File: src/rtl/tmlr_pkg.sv
package tmlr_pkg;

    // geometry of the map and the tile stores
    localparam int TILES_ACROSS = 30;
    localparam int TILE_ROWS    = 28;
    localparam int TILE_W       = 8;
    localparam int TILE_H       = 8;
    localparam int RAM_TILE_CNT = 32;

    localparam int TILE_BYTES = TILE_W * TILE_H;
    localparam int MAP_CELLS  = TILES_ACROSS * TILE_ROWS;
    localparam int ROM_TILES  = 256 - RAM_TILE_CNT;
    localparam int RAM_BYTES  = RAM_TILE_CNT * TILE_BYTES;
    localparam int ROM_BYTES  = ROM_TILES * TILE_BYTES;

    // address and index widths
    localparam int MAP_AW  = $clog2(MAP_CELLS);
    localparam int RAM_AW  = $clog2(RAM_BYTES);
    localparam int ROM_AW  = $clog2(ROM_BYTES);
    localparam int ADDR_W  = (ROM_AW > RAM_AW) ? ((ROM_AW > MAP_AW) ? ROM_AW : MAP_AW)
                                               : ((RAM_AW > MAP_AW) ? RAM_AW : MAP_AW);
    localparam int IDX_W   = $clog2(TILE_W);
    localparam int TLINE_W = (TILE_H > 1) ? $clog2(TILE_H) : 1;

    // command queue depth
    localparam int QUEUE_DEPTH = 4;
    localparam int QPTR_W      = $clog2(QUEUE_DEPTH);

    // request type codes
    typedef enum logic [2:0] {
        REQ_SET_ROM_CELL = 3'd0,
        REQ_SET_RAW_CELL = 3'd1,
        REQ_WRITE_RAM    = 3'd2,
        REQ_WRITE_ROM    = 3'd3,
        REQ_RENDER       = 3'd4
    } t_req_type;

    // decoded command kinds
    typedef enum logic [1:0] {
        CMD_MAP_WR = 2'd0,
        CMD_RAM_WR = 2'd1,
        CMD_ROM_WR = 2'd2,
        CMD_RENDER = 2'd3
    } t_cmd_kind;

    typedef struct packed {
        logic [2:0] req_type;
        logic [4:0] column;
        logic [4:0] row;
        logic [7:0] scan_line;
        logic [7:0] tile_number;
        logic [5:0] byte_offset;
        logic [7:0] value;
    } t_request;

    typedef struct packed {
        logic [7:0] pixel;
        logic [7:0] pixel_x;
        logic       last;
    } t_result;

    // command passed from front to back
    typedef struct packed {
        t_cmd_kind          kind;
        logic [ADDR_W-1:0]  addr;
        logic [7:0]         data;
        logic [4:0]         column;
        logic [TLINE_W-1:0] tline;
        logic               ok;
    } t_cmd;

endpackage

File: src/rtl/tmlr_front.sv
module tmlr_front (
    input  tmlr_pkg::t_request i_req,
    output logic               o_keep,
    output tmlr_pkg::t_cmd     o_cmd
);
    import tmlr_pkg::*;

    logic [7:0] mrow;
    logic       map_ok;
    logic       rend_ok;

    // range checks shared by map writes and renders
    always_comb begin
        mrow    = 8'(i_req.scan_line / TILE_H);
        map_ok  = (int'(i_req.column) < TILES_ACROSS) && (int'(i_req.row) < TILE_ROWS);
        rend_ok = (int'(i_req.column) < TILES_ACROSS) && (int'(mrow) < TILE_ROWS);
    end

    // classify the request into a back-end command
    always_comb begin
        o_keep       = 1'b0;
        o_cmd.kind   = CMD_MAP_WR;
        o_cmd.addr   = '0;
        o_cmd.data   = i_req.value;
        o_cmd.column = i_req.column;
        o_cmd.tline  = TLINE_W'(i_req.scan_line % TILE_H);
        o_cmd.ok     = 1'b0;
        unique case (i_req.req_type)
            REQ_SET_ROM_CELL, REQ_SET_RAW_CELL: begin
                o_keep     = map_ok;
                o_cmd.kind = CMD_MAP_WR;
                o_cmd.addr = ADDR_W'(int'(i_req.row) * TILES_ACROSS + int'(i_req.column));
                if (i_req.req_type == REQ_SET_ROM_CELL) begin
                    o_cmd.data = 8'(int'(i_req.value) + RAM_TILE_CNT);
                end
            end
            REQ_WRITE_RAM: begin
                o_keep     = (int'(i_req.tile_number) < RAM_TILE_CNT) &&
                             (int'(i_req.byte_offset) < TILE_BYTES);
                o_cmd.kind = CMD_RAM_WR;
                o_cmd.addr = ADDR_W'(int'(i_req.tile_number) * TILE_BYTES +
                                     int'(i_req.byte_offset));
            end
            REQ_WRITE_ROM: begin
                o_keep     = (int'(i_req.tile_number) < ROM_TILES) &&
                             (int'(i_req.byte_offset) < TILE_BYTES);
                o_cmd.kind = CMD_ROM_WR;
                o_cmd.addr = ADDR_W'(int'(i_req.tile_number) * TILE_BYTES +
                                     int'(i_req.byte_offset));
            end
            REQ_RENDER: begin
                o_keep     = 1'b1;
                o_cmd.kind = CMD_RENDER;
                o_cmd.ok   = rend_ok;
                if (rend_ok) begin
                    o_cmd.addr = ADDR_W'(int'(mrow) * TILES_ACROSS + int'(i_req.column));
                end
            end
            default: begin
                o_keep = 1'b0;
            end
        endcase
    end

endmodule

File: config.mk
export PLATFORM = sky130hd
export DESIGN_NAME = tmlr_front
export DESIGN_NICKNAME = d
export VERILOG_FILES = /design/src/rtl/tmlr_pkg.sv /design/src/rtl/tmlr_front.sv
export SDC_FILE = /design/constraint.sdc
export NUM_CORES = 1
export LEC_CHECK = 0
export ABC_AREA = 1
export BUFFER_PORTS_ARGS = -buffer_cell sky130_fd_sc_hd__buf_2
export CAP_MARGIN = 20
export CORE_MARGIN = 2
export CORE_UTILIZATION = 45
export DETAILED_ROUTE_END_ITERATION = 8
export PLACE_DENSITY = 0.77
export SLEW_MARGIN = 15
export SYNTH_ARGS = -nofsm -noshare
export SYNTH_HDL_FRONTEND = slang
export SYNTH_SLANG_ARGS = --single-unit
File: constraint.sdc
create_clock -name vclk -period 3.25
set_input_delay 0 -clock vclk [all_inputs]
set_output_delay 0 -clock vclk [all_outputs]
set_load 0.02 [all_outputs]
==> results of run 1 <==
==> repair_timing <==
action	4_1_cts	5_1_grt
setup endpoints to repair	0	2
gates resized for setup	0	11
endpoints found under the hold margin	0	0
setup buffers	0	3
==> placed cells by master, fill, tap and decap left out, drive strengths merged <==
master  Yosys  final
xor2        5      5
nand3      30     30
o21ai       5      5
nor3        3      3
a21oi       9      9
inv        76     76
nand3b      5      5
ha         35     35
o211ai      1      1
buf        14     64
nor2       23     23
nand2      86     86
o311ai      2      2
a32oi       1      1
nand4       7      7
xnor2       1      1
mux2        1      1
fa         16     16
o221ai      3      3
==> worst min-delay path by stage <==
stage,startpoint,endpoint,slack [ns],cells past startpoint
final,i_req[3],o_cmd[12],0.000009,0
after global routing,i_req[3],o_cmd[12],0.00004,0
after CTS,i_req[4],o_cmd[13],0.0001,0
after detailed placement,i_req[4],o_cmd[13],0.0001,0
after global placement,i_req[4],o_cmd[13],0.0001,0
after floorplan,i_req[1],o_cmd[10],0.11,1
==> routing by layer <==
| layer | vias to the layer above | track usage, % | routed length [um] |
|---|---|---|---|
| li1 | 1100 | - | - |
| met1 | 915 | 28.3 | 2240 |
| met2 | 82 | 31.7 | 2020 |
| met3 | 2 | 0.844 | 390 |
| met4 | 0 | 1.26 | 25 |
| met5 | - | 0 | 0 |
==> Yosys cell counts, types with 2 or more instances <==
cell / instances
nand3_2: 4
fa_1: 16
nor2_2: 5
ha_1: 35
inv_1: 75
nand3b_1: 4
nand2_1: 85
nand4_1: 7
nor2_1: 16
a21oi_1: 9
nor3_1: 3
nor2_4: 2
buf_4: 13
nand3_1: 26
xor2_1: 5
o221ai_1: 3
o21ai_0: 5
==> metrics by stage <==
stage	setup slack, ns	instances	area [um^2]	utilization (%)	setup TNS (ns)
final	0.185	425	2390	54.5	0
after global routing	-0.00883	425	2390	54.5	-0.00883
after CTS	0.167	422	2320	52.9	0
after detailed placement	0.180	422	2320	52.9	0
after global placement	0.234	422	2320	52.9	0
after floorplan	0.438	323	2050	-	0
==> cell type report <==
| class | instances | area, um^2 | area share [%] |
|---|---|---|---|
| repair buffers | 64 | 337 | 14.1 |
| well taps | 52 | 65.1 | 2.72 |
| multi-input cells | 233 | 1700 | 71.2 |
| inverters | 76 | 285 | 11.9 |
==> logic make-up after synthesis <==
logic type               count (synthesis)
AND/OR/NAND/NOR                        154
buffers and inverters                   90
adder cells (fa/ha/maj)                 51
AO/OA/AOI/OAI                           21
XOR/XNOR                                 6
multiplexers                             1
==> power breakdown <==
part | switching (uW) | internal, uW | leakage [uW]
registers | 0 | 0 | 0
logic | 466 | 291 | 0.00145
clock network | 0 | 0 | 0
==> impl_metrics.tcl, run 1 <==
set metrics [dict create \
    synth_fa_ha_area_share_pct 37.0 \
    synth_area_leaders "ha_1 21%, fa_1 16%, nand2_1 16%" \
    synth_xor_area_share_pct 2.56 \
    drive_gt1_share_pct 23.3 \
    ios 77 \
    cp-endpoint "o_cmd[26]" \
    grt_pass1_wl_um 8260 \
    slowest_stage "fa_1" \
    first_global_vias 1988 \
    syn-cell-area_mm2 0.00205 \
    drc 0 \
    syn-mean-instance-area_um2 6.35 \
    min_period_ns 3.06 \
    grt_overflow_total 0 \
    area_growth_pct 16.5 \
    cp.depth 18 \
    num-clock-buffers 0 \
    critPathTopFamily "adder cells" \
    die_h_um 71.5 \
    cpPeakStageDelay_ns 0.57 \
    synth.area.mux_share_pct 0.549 \
    startpoint "i_req[32]" \
    diodes 0 \
    fillers 441 \
    ys_warn_count 0 \
    synthCells 323 \
    drv_slew 0 \
    viasPerCell 4.94 \
    end_kind "output port" \
    grtUsageTotal_pct 19.0 \
    dr.first_iter.drc_count 83 \
    core_mm2 0.00438 \
    hpwl_um 4140 \
    antenna_found_initial 0 \
    route.vias.total 2099 \
    tightest_slew_ns 0.808 \
    worstHoldPathType "input port to output port" \
    start_util_pct 46.7 \
    path_cells "buf_4 > fa_1 > fa_1 > inv_2 > fa_1 > inv_2 > ha_4 > nand2_2 > nor2_2 > nor2_2 > nor2_2 > nand3_2 > nor2_2 > nand2_1 > nand2_1 > nand3_2 > nand3_2 > buf_6" \
    flops_and_latches 0 \
    finalSetupViolations 0 \
    dieArea_mm2 0.00511 \
    crit_arrival_ns 3.06 \
    ys_types 27 \
    place.port_buffers 61 \
    maxCapViolCount 0 \
    hold_violations 0 \
    synth_top_area_share_pct 21.4 \
    path_buf_inv 4 \
    fmaxAchievable_mhz 326 \
    vdd_drop_max_mv 0.116 \
    die_x_um 71.5 \
    synth_compound_area_share_pct 6.35 \
    power_density_mw_per_mm2 317 \
    finalCritPeriodShare_pct 94.3 \
    ys_seq_area_share_pct 0 \
    yosysTopAreaCell "ha_1" \
    worstSetupPathType "input port to output port" \
    p_leak_uw 0.00145 \
    path_max_fanout 4 \
    grt_max_degree 13 \
    status "finished clean" \
    register_area_um2 0 \
    ant_nets 0 \
    power_uw 756 \
    drtPass1Iterations 4 \
    synth_fp_nets 417 \
    crit_required_ns 3.25 \
    synthSimpleGateAreaFrac_pct 34.6 \
    relSlewSlack_pct 45.9 \
    cts-hold-fix-buffers 0 \
    gp_congestion 0.901 \
    totalWireLength_um 4670 \
    wl_per_cell_um 11.0 \
    worst_hold_slack_ns 0.00000883 \
    fin_nets 469 \
    row_count 24 \
    synth_top_family_by_area "adder cells" \
    crit_top_cell "nor2_2" \
    critPathLaunchType "input port" \
]
(Power assumes the default switching activity.)
==> run 2: changes to the inputs <==
--- a/config.mk
+++ b/config.mk
@@ -11,7 +11,7 @@
 export CORE_MARGIN = 2
 export CORE_UTILIZATION = 45
 export DETAILED_ROUTE_END_ITERATION = 8
-export PLACE_DENSITY = 0.77
+export PLACE_DENSITY = 0.8
 export SLEW_MARGIN = 15
 export SYNTH_ARGS = -nofsm -noshare
 export SYNTH_HDL_FRONTEND = slang
==> constraint.sdc (replaced) <==
create_clock -name vclk -period 2.8
set_input_delay 0 -clock vclk [all_inputs]
set_output_delay 0 -clock vclk [all_outputs]
set_load 0.02 [all_outputs]
==> run 2 against run 1 <==
The flow now finishes with violations (setup timing); combinational power grew 48%; final area grew 13%; via count grew 5.1%; non-clock buffer count grew 17.
==> impl_metrics.tcl, run 2 (same netlist as run 1, synthesis figures left out) <==
set metrics [dict create \
    flops_and_latches 0 \
    stdcell_count 442 \
    first_global_vias 2040 \
    drtPass1Iterations 4 \
    relSlewSlack_pct 71.6 \
    totalWireLength_um 5340 \
    cp-endpoint "o_cmd[26]" \
    num-clock-buffers 0 \
    min_period_ns 3.00 \
    power_density_mw_per_mm2 416 \
    fin_nets 486 \
    grtUsageTotal_pct 19.6 \
    slowest_stage "fa_1" \
    area_growth_pct 31.9 \
    worstHoldPathType "input port to output port" \
    setup_ws_ns -0.197 \
    place.port_buffers 61 \
    register_area_um2 0 \
    ant_nets 0 \
    tightest_slew_ns 0.425 \
    viasPerCell 4.99 \
    wl_per_cell_um 12.1 \
    die_h_um 71.5 \
    start_util_pct 46.7 \
    cts-hold-fix-buffers 0 \
    vdd_drop_max_mv 0.237 \
    startpoint "i_req[30]" \
    fillers 409 \
    drc 0 \
    dieArea_mm2 0.00511 \
    crit_required_ns 2.80 \
    path_max_fanout 3 \
    violations "setup timing" \
    core_mm2 0.00438 \
    worstSetupPathType "input port to output port" \
    post-place-ws_ns -0.260 \
    dr.first_iter.drc_count 81 \
    diodes 0 \
    drv_slew 0 \
    status "finished, violations left" \
    finalSetupViolations 7 \
    path_cells "buf_6 > fa_1 > fa_1 > inv_2 > fa_1 > inv_2 > ha_4 > nand2_4 > nor2_4 > nor2_2 > nor2_2 > nand3_2 > nor2_2 > nand3_1 > nand3_2 > nand3_2 > buf_6" \
    ios 77 \
    layout_common_cells "76 x nand2_1, 69 x inv_1, 50 x buf_2, 33 x ha_1, 20 x nand3_1" \
    antenna_found_initial 0 \
    placed_cells 436 \
    cpPeakStageDelay_ns 0.55 \
    end_kind "output port" \
    p_leak_uw 0.00158 \
    multiInputGateArea_mm2 0.00183 \
    die_x_um 71.5 \
    final_common_cell "nand2_1" \
    grt_overflow_total 0 \
    drive_gt1_share_pct 33.3 \
    finalCritPeriodShare_pct 107 \
    worst_hold_slack_ns 0.00000883 \
    gp_congestion 0.843 \
    grt_max_degree 13 \
    hpwl_um 4290 \
    hold_violations 0 \
    fmaxAchievable_mhz 334 \
    critPathLaunchType "input port" \
    route.vias.total 2205 \
    final_core_util_pct 61.7 \
    row_count 24 \
    grt_pass1_wl_um 8370 \
    rsz0062_at_grt "yes" \
    crit_arrival_ns 3.00 \
    maxCapViolCount 0 \
]
==> run 2: cell type report <==
| type | instances | area share [%] |
|---|---|---|
| inverters | 76 | 10.6 |
| well taps | 52 | 2.41 |
| multi-input cells | 233 | 67.5 |
| repair buffers | 81 | 19.5 |
==> run 2: what timing repair did <==
| action | CTS | global route |
|---|---|---|
| endpoints found under the hold margin | 0 | 0 |
| setup endpoints to repair | 7 | 7 |
| pin swaps | 22 | 23 |
| resized for setup | 32 | 31 |
| buffers inserted | 5 | 2 |
==> run 2: metrics by stage <==
| stage | power [uW] | setup TNS (ns) | cell area, um^2 |
|---|---|---|---|
| floorplan | 657 | 0 | 2060 |
| global placement | 845 | -0.940 | 2430 |
| finish | 1120 | -0.548 | 2700 |
| detailed placement | 871 | -1.22 | 2430 |
| global route | 1250 | -1.25 | 2700 |
| CTS | 1010 | -0.883 | 2590 |
==> run 2: worst min-delay path by stage <==
stage	endpoint	slack, ns	startpoint	depth (start not counted)
after floorplan	o_cmd[10]	0.11	i_req[1]	1
after global placement	o_cmd[1]	0.0001	i_req[22]	0
after detailed placement	o_cmd[1]	0.0001	i_req[22]	0
after CTS	o_cmd[1]	0.0001	i_req[22]	0
after global routing	o_cmd[13]	0.00005	i_req[4]	0
final	o_cmd[13]	0.000009	i_req[4]	0
==> run 2: per-layer routing <==
layer	GRT usage [%]	vias up	share of wire (%)
met2	39.2	56	53
met1	22.9	995	40
met3	0.703	18	3.3
met5	0	-	0
li1	-	1136	-
met4	3.77	0	3.3
==> run 2: critical path, delay by kind of cell <==
kind	cells	cell delay, ns
simple gates	9	0.81
fa+ha+maj	4	1.86
buf+inv	4	0.33
==> run 2: where the power goes <==
part / total, uW / internal, uW / switching (uW)
Sequential: 0 / 0 / 0
Clock: 0 / 0 / 0
Combinational: 1120 / 469 / 656
