$ cat config.mk
export PLATFORM = sky130hd
export DESIGN_NAME = tmlr_queue
export DESIGN_NICKNAME = d
export VERILOG_FILES = /design/src/rtl/tmlr_pkg.sv /design/src/rtl/tmlr_queue.sv
export SDC_FILE = /design/constraint.sdc
export NUM_CORES = 1
export LEC_CHECK = 0
export BUFFER_PORTS_ARGS = -buffer_cell sky130_fd_sc_hd__buf_2
export CORE_MARGIN = 3
export CORE_UTILIZATION = 24
export CTS_BUF_LIST = sky130_fd_sc_hd__clkbuf_16
export DETAILED_ROUTE_END_ITERATION = 10
export PLACE_DENSITY_LB_ADDON = 0.12
export SLEW_MARGIN = 20
export SYNTH_ARGS = -nofsm -noshare
export SYNTH_HDL_FRONTEND = slang
export SYNTH_SLANG_ARGS = --single-unit
$ cat constraint.sdc
create_clock -name i_clk -period 3.4 [get_ports i_clk]
set_clock_uncertainty 0.2 [all_clocks]
set_input_delay 0.51 -clock i_clk [delete_from_list [all_inputs] [get_ports i_clk]]
set_output_delay 0.51 -clock i_clk [all_outputs]
set_load 0.01 [all_outputs]
$ cat src/rtl/tmlr_pkg.sv
package tmlr_pkg;

    // geometry of the map and the tile stores
    localparam int TILES_ACROSS = 30;
    localparam int TILE_ROWS    = 28;
    localparam int TILE_W       = 8;
    localparam int TILE_H       = 8;
    localparam int RAM_TILE_CNT = 32;

    localparam int TILE_BYTES = TILE_W * TILE_H;
    localparam int MAP_CELLS  = TILES_ACROSS * TILE_ROWS;
    localparam int ROM_TILES  = 256 - RAM_TILE_CNT;
    localparam int RAM_BYTES  = RAM_TILE_CNT * TILE_BYTES;
    localparam int ROM_BYTES  = ROM_TILES * TILE_BYTES;

    // address and index widths
    localparam int MAP_AW  = $clog2(MAP_CELLS);
    localparam int RAM_AW  = $clog2(RAM_BYTES);
    localparam int ROM_AW  = $clog2(ROM_BYTES);
    localparam int ADDR_W  = (ROM_AW > RAM_AW) ? ((ROM_AW > MAP_AW) ? ROM_AW : MAP_AW)
                                               : ((RAM_AW > MAP_AW) ? RAM_AW : MAP_AW);
    localparam int IDX_W   = $clog2(TILE_W);
    localparam int TLINE_W = (TILE_H > 1) ? $clog2(TILE_H) : 1;

    // command queue depth
    localparam int QUEUE_DEPTH = 4;
    localparam int QPTR_W      = $clog2(QUEUE_DEPTH);

    // request type codes
    typedef enum logic [2:0] {
        REQ_SET_ROM_CELL = 3'd0,
        REQ_SET_RAW_CELL = 3'd1,
        REQ_WRITE_RAM    = 3'd2,
        REQ_WRITE_ROM    = 3'd3,
        REQ_RENDER       = 3'd4
    } t_req_type;

    // decoded command kinds
    typedef enum logic [1:0] {
        CMD_MAP_WR = 2'd0,
        CMD_RAM_WR = 2'd1,
        CMD_ROM_WR = 2'd2,
        CMD_RENDER = 2'd3
    } t_cmd_kind;

    typedef struct packed {
        logic [2:0] req_type;
        logic [4:0] column;
        logic [4:0] row;
        logic [7:0] scan_line;
        logic [7:0] tile_number;
        logic [5:0] byte_offset;
        logic [7:0] value;
    } t_request;

    typedef struct packed {
        logic [7:0] pixel;
        logic [7:0] pixel_x;
        logic       last;
    } t_result;

    // command passed from front to back
    typedef struct packed {
        t_cmd_kind          kind;
        logic [ADDR_W-1:0]  addr;
        logic [7:0]         data;
        logic [4:0]         column;
        logic [TLINE_W-1:0] tline;
        logic               ok;
    } t_cmd;

endpackage

$ cat src/rtl/tmlr_queue.sv
module tmlr_queue (
    input  logic           i_clk,
    input  logic           i_rst_n,
    input  logic           i_push,
    input  tmlr_pkg::t_cmd i_cmd,
    input  logic           i_pop,
    output tmlr_pkg::t_cmd o_head,
    output logic           o_empty,
    output logic           o_full
);
    import tmlr_pkg::*;

    t_cmd              r_slot [QUEUE_DEPTH];
    logic [QPTR_W-1:0] r_wr_ptr;
    logic [QPTR_W-1:0] r_rd_ptr;
    logic [QPTR_W:0]   r_count;

    assign o_head  = r_slot[r_rd_ptr];
    assign o_empty = (r_count == '0);
    assign o_full  = (r_count == (QPTR_W+1)'(QUEUE_DEPTH));

    // pointers and fill count
    always_ff @(posedge i_clk) begin
        if (!i_rst_n) begin
            r_wr_ptr <= '0;
            r_rd_ptr <= '0;
            r_count  <= '0;
        end else begin
            if (i_push) begin
                r_wr_ptr <= QPTR_W'((int'(r_wr_ptr) + 1) % QUEUE_DEPTH);
            end
            if (i_pop) begin
                r_rd_ptr <= QPTR_W'((int'(r_rd_ptr) + 1) % QUEUE_DEPTH);
            end
            case ({i_push, i_pop})
                2'b10:   r_count <= r_count + 1'b1;
                2'b01:   r_count <= r_count - 1'b1;
                default: r_count <= r_count;
            endcase
        end
    end

    // command slots
    always_ff @(posedge i_clk) begin
        if (i_push) begin
            r_slot[r_wr_ptr] <= i_cmd;
        end
    end

endmodule

==> results of run 1 <==
==> power by group through the flow <==
stage	Combinational, mW	Sequential, mW	Clock, mW
2_1_floorplan	0.243	2.04	0
3_3_place_gp	0.397	2.06	0
3_5_place_dp	0.397	2.06	0
4_1_cts	0.398	2.02	1.92
5_1_grt	0.421	2.03	1.99
6_report	0.380	2.02	1.86
==> final cells by class <==
type | instances | area [um2] | share of cell area
multi-input combinational | 64 | 1007 | 0.1534
clock inverter | 15 | 171.4 | 0.02610
timing repair buffer | 82 | 450.4 | 0.06858
sequential | 141 | 4146 | 0.6314
tap | 275 | 344.1 | 0.05239
clock buffer | 17 | 425.4 | 0.06477
inverter | 6 | 22.52 | 0.003429
==> path summary, 6_finish.rpt <==
kind / to / cells after the start
max reg2reg: r_slot[0][4]$_DFFE_PP_ / 4
min reg2reg: r_count[2]$_SDFFE_PN0P_ / 2
max: o_head[26] / 3
min: r_slot[2][16]$_DFFE_PP_ / 1
==> flip-flops by register name (all words and copies together) (netlist names), named ones only <==
name      cells
r_slot      132
r_wr_ptr      2
r_rd_ptr      2
r_count       3
==> cell families (layout without fill, tap and decap cells) <==
| logic type | count (synthesis) | count (layout) | share of synthesized area |
|---|---|---|---|
| AND/OR/NAND/NOR | 16 | 16 | 0.01785 |
| buffers and inverters | 14 | 120 | 0.02141 |
| flip-flops | 141 | 141 | 0.7880 |
| XOR/XNOR | 5 | 5 | 0.008329 |
| adder cells (fa/ha/maj) | 6 | 6 | 0.01570 |
| AO/OA/AOI/OAI | 3 | 3 | 0.003332 |
| multiplexers | 34 | 34 | 0.1454 |
==> placed cells by master (no fill, tap or decap), types with 2 or more instances in the layout <==
cell / count
sky130_fd_sc_hd__edfxtp_1: 132
sky130_fd_sc_hd__buf_2: 71
sky130_fd_sc_hd__mux4_2: 30
sky130_fd_sc_hd__clkbuf_16: 17
sky130_fd_sc_hd__buf_4: 10
sky130_fd_sc_hd__inv_1: 7
sky130_fd_sc_hd__dfxtp_1: 7
sky130_fd_sc_hd__and2_1: 6
sky130_fd_sc_hd__clkinvlp_4: 6
sky130_fd_sc_hd__ha_1: 5
sky130_fd_sc_hd__and2_2: 4
sky130_fd_sc_hd__mux4_1: 3
sky130_fd_sc_hd__xor2_1: 3
sky130_fd_sc_hd__clkinv_2: 3
sky130_fd_sc_hd__bufinv_16: 3
sky130_fd_sc_hd__xnor2_1: 2
sky130_fd_sc_hd__nand2_1: 2
sky130_fd_sc_hd__o21ai_0: 2
sky130_fd_sc_hd__dfxtp_2: 2
sky130_fd_sc_hd__inv_6: 2
==> worst max-delay path, cell delays in order (launching register included) <==
cell	delay, ps
sky130_fd_sc_hd__dfxtp_2	750
sky130_fd_sc_hd__buf_4	300
sky130_fd_sc_hd__mux4_1	340
sky130_fd_sc_hd__buf_2	170
==> per-layer routing <==
layer / up-vias / track usage / routed length (um)
met5: - / 0 / 27
met4: 4 / 0.03280 / 123
met3: 13 / 0.03997 / 573
met2: 54 / 0.1379 / 5008
met1: 1253 / 0.1255 / 5096
li1: 1091 / - / -
==> through the flow <==
step           instances  setup slack [ps]  hold WS, ps    util  power [mW]
5_1_grt              600             599.0        89.14  0.3085       4.443
6_report             600             716.7        115.9  0.3085       4.259
3_5_place_dp         568              1094        306.4  0.2805       2.458
4_1_cts              600             632.8        86.85  0.3085       4.344
2_1_floorplan        219              1425        272.9       -       2.286
3_3_place_gp         568              1079        304.7  0.2805       2.456
==> impl_summary.md, run 1 <==
Final layout
From synthesis to final layout, the design area changed by 24.89%. The repair_antennas step left the layout with diodes totalling 0. For this run, the post-layout net count is 355.

The share of final-layout standard cells stronger than drive strength 1 is 0.4585. Counting the fill cells in the layout gives 2050. With fillers left out, the area of the finished cells amounts to 6568 um2.

Global route
The number of global-route vias before repair was 2665. The final global-route overflow total is 0. The largest net degree at the start of global routing is 34. The first global-routing pass estimated 16390 um of wire. For this run, the total global-route usage over all layers was measured as 0.09409.

The number of antenna violations at the first check in global routing is 2.

Yosys
The fraction of synthesized cell area taken by the top area cell type is 0.7537. The number of nets handed over by synthesis was 262. After synthesis, the share of flip-flops with an asynchronous set or reset is 0. The flip-flop and latch count after synthesis is 141. The largest area contributor in the synthesized netlist is sky130_fd_sc_hd__edfxtp_1. The Yosys step of the flow raised 0 warnings. A synthesized cell averages 24.01 um2. Counting instances in the post-synthesis netlist gives the leading cell types as sky130_fd_sc_hd__edfxtp_1 (132), sky130_fd_sc_hd__mux4_2 (30), sky130_fd_sc_hd__and2_1 (10), sky130_fd_sc_hd__dfxtp_1 (9), sky130_fd_sc_hd__inv_1 (6).

The portion of the post-synthesis area used by sequential elements is 0.7880. Counting flops with a built-in enable in the synthesized netlist gives 132. The dominant register cell in the synthesized netlist is sky130_fd_sc_hd__edfxtp_1. The library cell with the highest instance count after synthesis is sky130_fd_sc_hd__edfxtp_1. Synthesis instantiated 22 different standard cells from the library. The netlist area before placement is 5259 um2.

Yosys attributes the largest share of cell area to sky130_fd_sc_hd__edfxtp_1 (75%), sky130_fd_sc_hd__mux4_2 (13%), sky130_fd_sc_hd__dfxtp_1 (3.4%), sky130_fd_sc_hd__mux4_1 (1.5%), sky130_fd_sc_hd__and2_1 (1.2%). The number of cells produced by synthesis is 219.

Min path
The path class of the tightest hold or removal check is input port to flip-flop. The beginning of the worst hold path is i_cmd[16].

Worst setup path
The largest driver fanout on the critical path is 21. The critical path start-end classification is flip-flop to output pin. The critical path startpoint category is a flip-flop. The worst setup path is captured at an output pin.

The setup slack of the worst register-to-register path is 1430 ps. The start of the worst register-to-register path is r_wr_ptr[0]$_SDFFE_PN0P_. The required arrival time at the worst endpoint is 2690 ps. Data arrives at the worst endpoint at 1970 ps.

STA
The final worst-path cycle share is 0.7892. The transition time of the tightest slew-check pin is 666.6 ps. For this run, the top clock speed supported by timing is 372.7 MHz.

Setup violations remaining at the end of the flow were counted as 0. The final hold violation count is 0. Headroom to the max-slew limit came out at 0.5556. Setup repair after global routing left no endpoint under its margin. The final number of max-transition violations is 0. The clock period minus final worst setup slack is 2683 ps. Setup total negative slack on the finished layout was measured at 0 ps.

Routing
The remaining antenna violation count is 0. Wires add up to 10830 um. The via count of the routed design is 2415. The routed length per instance is 18.05 um. After detailed routing, the number of vias per cell comes to 4.025. The pre-antenna-repair detailed-routing pass consisted of 5 iterations.

The post-detailed-route DRC marker count is 0. The initial detailed-routing violation count is 97.

Pwr
The power density over cell area is 648.6 nW/um2. Summed over all cells, the static leakage comes to 2.230 nW. VDD sags by at most 0.2971 mV. The clock network power share is 0.436. The switching share of total power is 0.2207. The share of total power dissipated in combinational logic is 0.089. For this design the total switching power over the nets is 0.9402 mW. Cell internal power was estimated by the tool at 3.319 mW. Of the total power, registers draw 0.475.

Clock tree
Once the clock tree was built, the setup fixing pass inserted 0 buffers. The H-tree depth is 4. The number of sinks handled by clock tree synthesis is 141.

Clock-pin slew was measured on the worst setup and hold paths at 60 ps. TritonCTS built the clock tree. Buffers inserted to repair hold after CTS numbered 0. The number of buffers added by the clock tree synthesis step is 17. The number of gates resized after CTS was 0.

The clock network latency to the later pin of the worst-skew pair is 410 ps. Counting along the longest clock path gives a buffer depth of 2. The root buffer cell is sky130_fd_sc_hd__clkbuf_16.

Die
Measured along the x axis, the die boundary spans 154.0 um. The die covers 23720 um2. The starting density of the core is 0.2470.

The die height is 154.0 um. The floorplan has 53 rows. For this design the top-level I/O count stands at 72. After floorplanning, the core was sized to cover 21290 um2.

Outcome
The flow ran to the end, and the final reports show no timing, DRC or antenna violations.

Placed design
The count of input and output buffers is 71. The half-perimeter wire length after placement is 6597 um. The routability-driven placement congestion ratio is 0.6688. The placed instances occupy a cell area of 5971 um2.

Job
Max-cap violations in this run came to 0.
No activity file was read; power rests on OpenSTA's default activity.
==> inputs of run 2 (changes only) <==
--- a/config.mk
+++ b/config.mk
@@ -5,6 +5,7 @@
 export SDC_FILE = /design/constraint.sdc
 export NUM_CORES = 1
 export LEC_CHECK = 0
+export ABC_AREA = 1
 export BUFFER_PORTS_ARGS = -buffer_cell sky130_fd_sc_hd__buf_2
 export CORE_MARGIN = 3
 export CORE_UTILIZATION = 24
==> constraint.sdc (replaced) <==
create_clock -name i_clk -period 2.35 [get_ports i_clk]
set_clock_uncertainty 0.2 [all_clocks]
set_input_delay 0.3525 -clock i_clk [delete_from_list [all_inputs] [get_ports i_clk]]
set_output_delay 0.3525 -clock i_clk [all_outputs]
set_load 0.01 [all_outputs]
==> run 2 against run 1 <==
Net effect: synthesized cell count rose by 72%; synthesized area grew 2.0%; first-iteration DRC count increased by 91%; routed wire length up 16%; final cell count up 30%; via count increased by 36%; sequential cell count did not move.
==> impl_summary.md, run 2 <==
Outcome
The run finished with clean final reports.

STA
The total of endpoints with negative setup slack in the final report is 0. For this run, the top clock speed supported by timing is 461.6 MHz. For the final routed database, the setup TNS stands at 0 ps. The final hold violation count is 0.

In the post-route analysis, the smallest setup slack over all paths is 183.5 ps. In this run the tightest slew margin relative to its limit is 0.7109. Setup repair after global routing left no endpoint under its margin. For the pin with the worst max-slew slack, the measured transition is 432.9 ps. The final worst-path cycle share is 0.9219.

The clock period minus final worst setup slack is 2166 ps. The final number of max-transition violations is 0.

Die
The die is 155.5 um wide. The number of cell rows is 54. The area of the die is 24170 um2. The core box area is 21890 um2. The die height is 155.5 um.

72 I/O pins were placed. The starting density of the core is 0.2449.

Global route
The overall fraction of global-route tracks in use is 0.1091. Entering global routing, the biggest net connects 35 pins. The number of antenna violations at the first check in global routing came to 0. The number of global-route vias before repair is 3388. The first-pass GRT wire length is 19640 um. The final global-route overflow total is 0.

Placed design
At the placement stage, the worst setup path has a slack of 494.3 ps. The half-perimeter wire length after placement is 7364 um. The count of input and output buffers is 71. Routability-driven placement finished with a final weighted congestion of 0.7067.

Clock tree
No sink is reached through more buffers than the 2 on the longest clock path. The clock tree synthesis step divided the H-tree into 4 levels. The number of clock buffers added by TritonCTS is 17.

The tree is rooted in a sky130_fd_sc_hd__clkbuf_16. The clock network latency to the later pin of the worst-skew pair is 410 ps. The number of buffers inserted to repair setup after CTS is 0. The tree built by TritonCTS fans out to 141 sinks. Clock-pin slew was measured on the worst setup and hold paths at 60 ps. The clock tree from TritonCTS is done.

Yosys
Yosys printed 0 warnings. The dominant register cell in the synthesized netlist is sky130_fd_sc_hd__edfxtp_1. Of all flip-flops after synthesis, the portion carrying an async set or reset was 0. The largest area contributor in the synthesized netlist is sky130_fd_sc_hd__edfxtp_1. The flip-flop and latch count after synthesis is 141.

In this run the mean area of a mapped cell was 14.26 um2. The synthesized netlist occupies a cell area of 5361 um2. The unique cell type count in the Yosys netlist is 20.

After synthesis, the cell types taking the most area are sky130_fd_sc_hd__edfxtp_1 (74%), sky130_fd_sc_hd__o21ai_0 (5.0%), sky130_fd_sc_hd__nor2_1 (4.8%), sky130_fd_sc_hd__o22ai_1 (3.9%), sky130_fd_sc_hd__dfxtp_1 (3.4%). After technology mapping, the gate count stands at 376. Of the synthesized area, sequential elements account for 0.7729.

In the post-synthesis netlist, the cell with the most instances is sky130_fd_sc_hd__edfxtp_1. The fraction of synthesized cell area taken by the top area cell type is 0.7393. The number of enable flip-flop cells after synthesis is 132. Ranked by instance count, the synthesized netlist is headed by sky130_fd_sc_hd__edfxtp_1 (132), sky130_fd_sc_hd__nor2_1 (69), sky130_fd_sc_hd__o21ai_0 (54), sky130_fd_sc_hd__o22ai_1 (33), sky130_fd_sc_hd__o21ai_1 (18). The number of nets in the synthesized netlist is 419.

Worst setup path
The critical path start-end classification is flip-flop to output pin. For flop-to-flop paths, the worst setup slack is 600 ps. The required arrival time at the worst endpoint is 1800 ps. The worst setup path is captured at an output pin. In this run the critical register-to-register path is captured at r_slot[2][22]$_DFFE_PP_. STA classifies the critical path startpoint as a flip-flop.

For the worst setup path, the data arrival time is 1610 ps. The largest driver fanout on the critical path is 32. The startpoint identified for the worst register-to-register timing path is r_wr_ptr[0]$_SDFFE_PN0P_.

The number of cells on the worst reg-to-reg path is 5.

Final layout
0 antenna diodes ended up in the layout. r_slot holds more flip-flops than any other register. The area growth from synthesis to layout is 32.00%. The number of nets in the finished design is 533. The layout has 2207 filler cells. The largest registers in the layout are r_slot (132), r_count (3).

The top cell types in the final layout, fill and taps aside, are sky130_fd_sc_hd__edfxtp_1 (132), sky130_fd_sc_hd__buf_2 (71), sky130_fd_sc_hd__nor2_1 (69). The flip-flop count of the largest register, all copies and words added is 132. Of the cells placed in the final design, the portion with a size suffix greater than 1 is 0.2355. The commonest non-fill, non-tap cell in the layout is sky130_fd_sc_hd__edfxtp_1.

Min path
The worst hold path terminates at r_count[2]$_SDFFE_PN0P_. The path class of the tightest hold or removal check is input port to flip-flop. The beginning of the worst hold path is i_rst_n. The hold path depth is 3.

Pwr
For this design the static power due to leakage is 2.535 nW. The power density over cell area is 919.1 nW/um2. VDD sags by at most 0.4316 mV.

Routing
Dividing the detail-routed via count by the number of cells gives 4.211. The initial detailed-routing violation count is 185. In the final routed layout, each cell accounts on average for 16.10 um. For this run, the detailed router's first-pass iteration total came to 4. After detailed routing, the number of remaining DRC violations is 0. The routed layout has 3289 vias. The remaining antenna violation count is 0. After detailed routing, the total wire length is 12570 um.

Job
Max-cap violations in this run came to 0.
-- run 2: cell count changes after synthesis, sizes merged, moves of 5 or more --
cell	before	now
a21oi	0	5
and2	10	0
buf	7	17
inv	6	17
mux4	33	0
nand2	2	9
nor2	0	69
o21ai	2	72
o22ai	0	33
-- run 2: kinds of logic (layout without fill, tap and decap cells) --
group           after synthesis  count (layout)  synth area share
compound gates              110             110            0.1104
simple gates                 82              82           0.05858
fa+ha+maj                     6               6           0.01540
flops                       141             141            0.7729
buf+inv                      37             162           0.04271
-- run 2: cell type report --
type,count,area (um2),share of cell area
Multi-Input combinational cell,198,988.4,0.1397
Inverter,17,65.06,0.009194
Sequential cell,141,4146,0.5859
Clock inverter,13,246.5,0.03483
Timing Repair Buffer,115,854.6,0.1208
Tap cell,280,350.3,0.04950
Clock buffer,17,425.4,0.06011
-- run 2: per-stage QoR --
step	power (mW)	instance area [um2]	util	std cells	hold slack (ps)
after floorplan	3.246	5361	-	376	211.5
final	6.504	7077	0.3233	781	49.12
after global routing	6.780	7077	0.3233	781	42.95
after detailed placement	3.503	6062	0.2769	718	225.1
after CTS	6.614	7064	0.3227	781	24.19
after global placement	3.502	6062	0.2769	718	227.6
-- run 2: worst max-delay path by stage --
stage / startpoint / depth (start not counted) / endpoint / slack, ps
floorplan: r_wr_ptr[0]$_SDFFE_PN0P_ / 4 / r_slot[2][0]$_DFFE_PP_ / 520
global placement: i_push / 11 / r_count[2]$_SDFFE_PN0P_ / 490
detailed placement: i_push / 11 / r_count[2]$_SDFFE_PN0P_ / 490
CTS: flip-flop / 4 / o_head[6] / 50
global route: flip-flop / 4 / o_head[6] / 30
finish: flip-flop / 4 / o_head[6] / 180
-- run 2: worst max-delay path, stage by stage, from the launching register on --
cell and delay, ps:
sky130_fd_sc_hd__dfxtp_2 360, sky130_fd_sc_hd__buf_6 270, sky130_fd_sc_hd__o21ai_0 130, sky130_fd_sc_hd__o22ai_1 250, sky130_fd_sc_hd__buf_2 190
-- run 2: what timing repair did --
item | 4_1_cts | 5_1_grt
hold endpoints to repair | 132 | 0
hold buffers | 33 | 0
resized for setup | 0 | 4
setup endpoints to repair | 0 | 4
-- run 2: routing by layer --
layer | track usage | share of wire | up-vias | wire length (um)
met4 | 0.04127 | 0.013 | 0 | 161
met3 | 0.02837 | 0.037 | 13 | 463
met2 | 0.1775 | 0.50 | 60 | 6232
li1 | - | - | 1622 | -
met5 | 0 | 0 | - | 0
met1 | 0.1400 | 0.45 | 1594 | 5716
-- run 2: power breakdown --
part | total (mW) | switching [mW] | internal, mW
Combinational | 0.584 | 0.359 | 0.225
Sequential | 2.89 | 0.0286 | 2.86
Clock | 3.03 | 0.952 | 2.08
Total | 6.50 | 1.34 | 5.16
==> inputs of run 3 (changes only) <==
--- a/config.mk
+++ b/config.mk
@@ -11,6 +11,7 @@
 export CORE_UTILIZATION = 24
 export CTS_BUF_LIST = sky130_fd_sc_hd__clkbuf_16
 export DETAILED_ROUTE_END_ITERATION = 10
+export MAX_ROUTING_LAYER = met4
 export PLACE_DENSITY_LB_ADDON = 0.12
 export SLEW_MARGIN = 20
 export SYNTH_ARGS = -nofsm -noshare
==> run 3 against run 2 <==
Net effect: via count about the same; maximum frequency about the same; combinational power is essentially flat; critical path depth did not move; hold slack about the same; sequential cell count is the same; first-iteration DRC count down 11%; largest power group unchanged; largest cell class unchanged; register-to-register slack about the same.
==> impl_summary.md, run 3 (same netlist as run 2, synthesis figures left out) <==
Die
The initial utilization of the core area, before any placement, comes to 0.2449. In this run the standard cell core region covers 21890 um2. The number of placed I/O pins is 72. The overall die width is 155.5 um. The floorplan step defined a die boundary enclosing 24170 um2. The die is 155.5 um tall. The number of cell rows is 54.

STA
In the finished design, the share of the clock period the worst path needs comes to 0.9211. Setup repair after global routing left no endpoint under its margin. The transition time of the tightest slew-check pin is 433.0 ps. The total negative slack for setup checks is 0 ps.

The total of endpoints with negative setup slack in the final report is 0. Static timing analysis puts the maximum clock frequency at 462.0 MHz. The worst path needs 2165 ps of the cycle, external delays included.

The worst pin sits at a relative slew slack of 0.7109. The final number of max-transition violations was 0. The worst path meets setup with 185.3 ps of slack. The final hold violation count is 0.

Worst setup path
STA classifies the critical path startpoint as a flip-flop. The critical path start-end classification is flip-flop to output pin. The data arrival time at the worst-slack endpoint is 1610 ps.

The largest driver fanout on the critical path is 32. The slowest stage of the critical path is the sky130_fd_sc_hd__dfxtp_2 cell. The worst setup path is captured at an output pin. Traced cell by cell, the critical path runs through buf_6, o21ai_0, o22ai_1, buf_2. For this run, the slowest stage of the critical path takes 360 ps. Data on the critical path is required at its endpoint by 1800 ps.

Global route
The largest net degree at the start of global routing is 35. The number of antenna violations at the first check in global routing is 0. The first-pass GRT wire length is 19640 um. The number of global-route vias before repair came to 3377. The final global-route overflow total is 0. For this run, the total global-route usage over all layers was measured as 0.1122.

Final layout
The core utilization of the finished layout is 0.3233. The flip-flop count of the largest register, all copies and words added is 132. The final antenna diode count is 0. Counting the fill cells in the layout gives 2207. Relative to the synthesized area, the layout overhead comes to 32.00%. The final cell area excluding filler cells is 7077 um2.

The largest register by flop count is r_slot. In the layout the commonest cells are sky130_fd_sc_hd__edfxtp_1 (132), sky130_fd_sc_hd__buf_2 (71), sky130_fd_sc_hd__nor2_1 (69). In the final layout, the registers with the most flip-flops are r_slot (132), r_count (3). The library cell used most frequently in the layout, excluding fill and tap cells, is sky130_fd_sc_hd__edfxtp_1. In the final design database the tool counted 533 nets.

The share of final-layout standard cells stronger than drive strength 1 is 0.2355.

Placed design
Summing all placed instances gives a cell area of 6062 um2. The routability-driven placement congestion ratio is 0.7157. The count of buffers added on input and output ports is 71. The worst slack at placement is 494.3 ps.

The wire-length estimate of the detail-placed layout is 7364 um.

Clock tree
Counting along the longest clock path gives a buffer depth of 2. The clock network latency to the later pin of the worst-skew pair is 410 ps. Counting every sink on the clock net gives 141.

The clock tree from TritonCTS is done. The cell sitting at the root of the clock tree is a sky130_fd_sc_hd__clkbuf_16. In this run the post-CTS setup repair buffer count came out at 0.

After clock tree synthesis, the clock-pin slew on the worst setup and hold paths is 60 ps. TritonCTS created 17 clock buffers. The H-tree depth is 4.

Outcome
The flow ran to the end, and the final reports show no timing, DRC or antenna violations.

Routing
The via count of the routed design is 3288. The first detailed-routing pass ran for 4 iterations. The remaining antenna violation count is 0. The post-detailed-route DRC marker count is 0. The detailed router finished its first iteration with 165 violations. The routed length per instance is 16.10 um. The via-per-instance ratio is 4.210. The final layout contains routed wiring with a total length of 12580 um.

Pwr
The power density over cell area is 919.5 nW/um2. The static power due to leakage is 2.535 nW. Of the total power, registers draw 0.445. The share of total power dissipated in combinational logic is 0.090. Of the total power, the share spent switching nets is 0.2064. The switching power summed over all nets is 1.343 mW.

The cell-internal power is 5.164 mW. Of the total power, the clock network draws 0.466. The maximum vdd ir drop is 0.4322 mV.

Job
Max-cap violations in this run came to 0.

Min path
The tightest min-delay check is of the input port to flip-flop type.
## run 3: cell counts in the layout (fill, tap and decap cells not counted)
No cell type changed its count.
## run 3: layout make-up
cell class              count  area (um2)  share of cell area
inverters                  17       65.06            0.009194
repair buffers            115       854.6              0.1208
flip-flops and latches    141        4146              0.5859
well taps                 280       350.3             0.04950
clock inverters            13       246.5             0.03483
multi-input cells         198       988.4              0.1397
clock buffers              17       425.4             0.06011
## run 3: critical path: cells and delay by family, from the launching register on
family / cells / cell delay [ps]
compound gates: 2 / 380
flops: 1 / 360
buf+inv: 2 / 460
## run 3: layer usage
metal  wire (um)  global-route usage  share of wire
met5           0                   -              0
met4         187             0.04127          0.015
met3         443             0.02782          0.035
met2        6219              0.1786           0.49
met1        5725              0.1391           0.46
## run 3: path summary, 6_finish.rpt
kind	slack (ps)	endpoint	depth (start not counted)	start
worst max register to register	600	r_slot[2][22]$_DFFE_PP_	5	r_wr_ptr[0]$_SDFFE_PN0P_
worst max-delay path	190	o_head[6]	4	flip-flop
worst min register to register	250	flip-flop	1	r_rd_ptr[1]$_SDFFE_PN0P_
worst min-delay path	50	r_count[2]$_SDFFE_PN0P_	3	i_rst_n
## run 3: what timing repair did
action	4_1_cts	5_1_grt
endpoints found under the hold margin	132	0
gates resized for setup	0	4
hold buffers	33	0
endpoints found under the setup margin	0	4
## run 3: power groups by stage
stage | logic [mW] | clock network [mW] | registers [mW]
2_1_floorplan | 0.305 | 0 | 2.94
3_3_place_gp | 0.558 | 0 | 2.94
3_5_place_dp | 0.559 | 0 | 2.94
4_1_cts | 0.605 | 3.12 | 2.89
5_1_grt | 0.660 | 3.22 | 2.90
6_report | 0.584 | 3.03 | 2.89
## run 3: stage by stage
| step | hold slack, ps | power, mW | std cells |
|---|---|---|---|
| after floorplan | 211.5 | 3.246 | 376 |
| after global placement | 227.6 | 3.502 | 718 |
| after detailed placement | 225.1 | 3.503 | 718 |
| after CTS | 24.19 | 6.614 | 781 |
| after global routing | 43.02 | 6.780 | 781 |
| final | 49.03 | 6.507 | 781 |
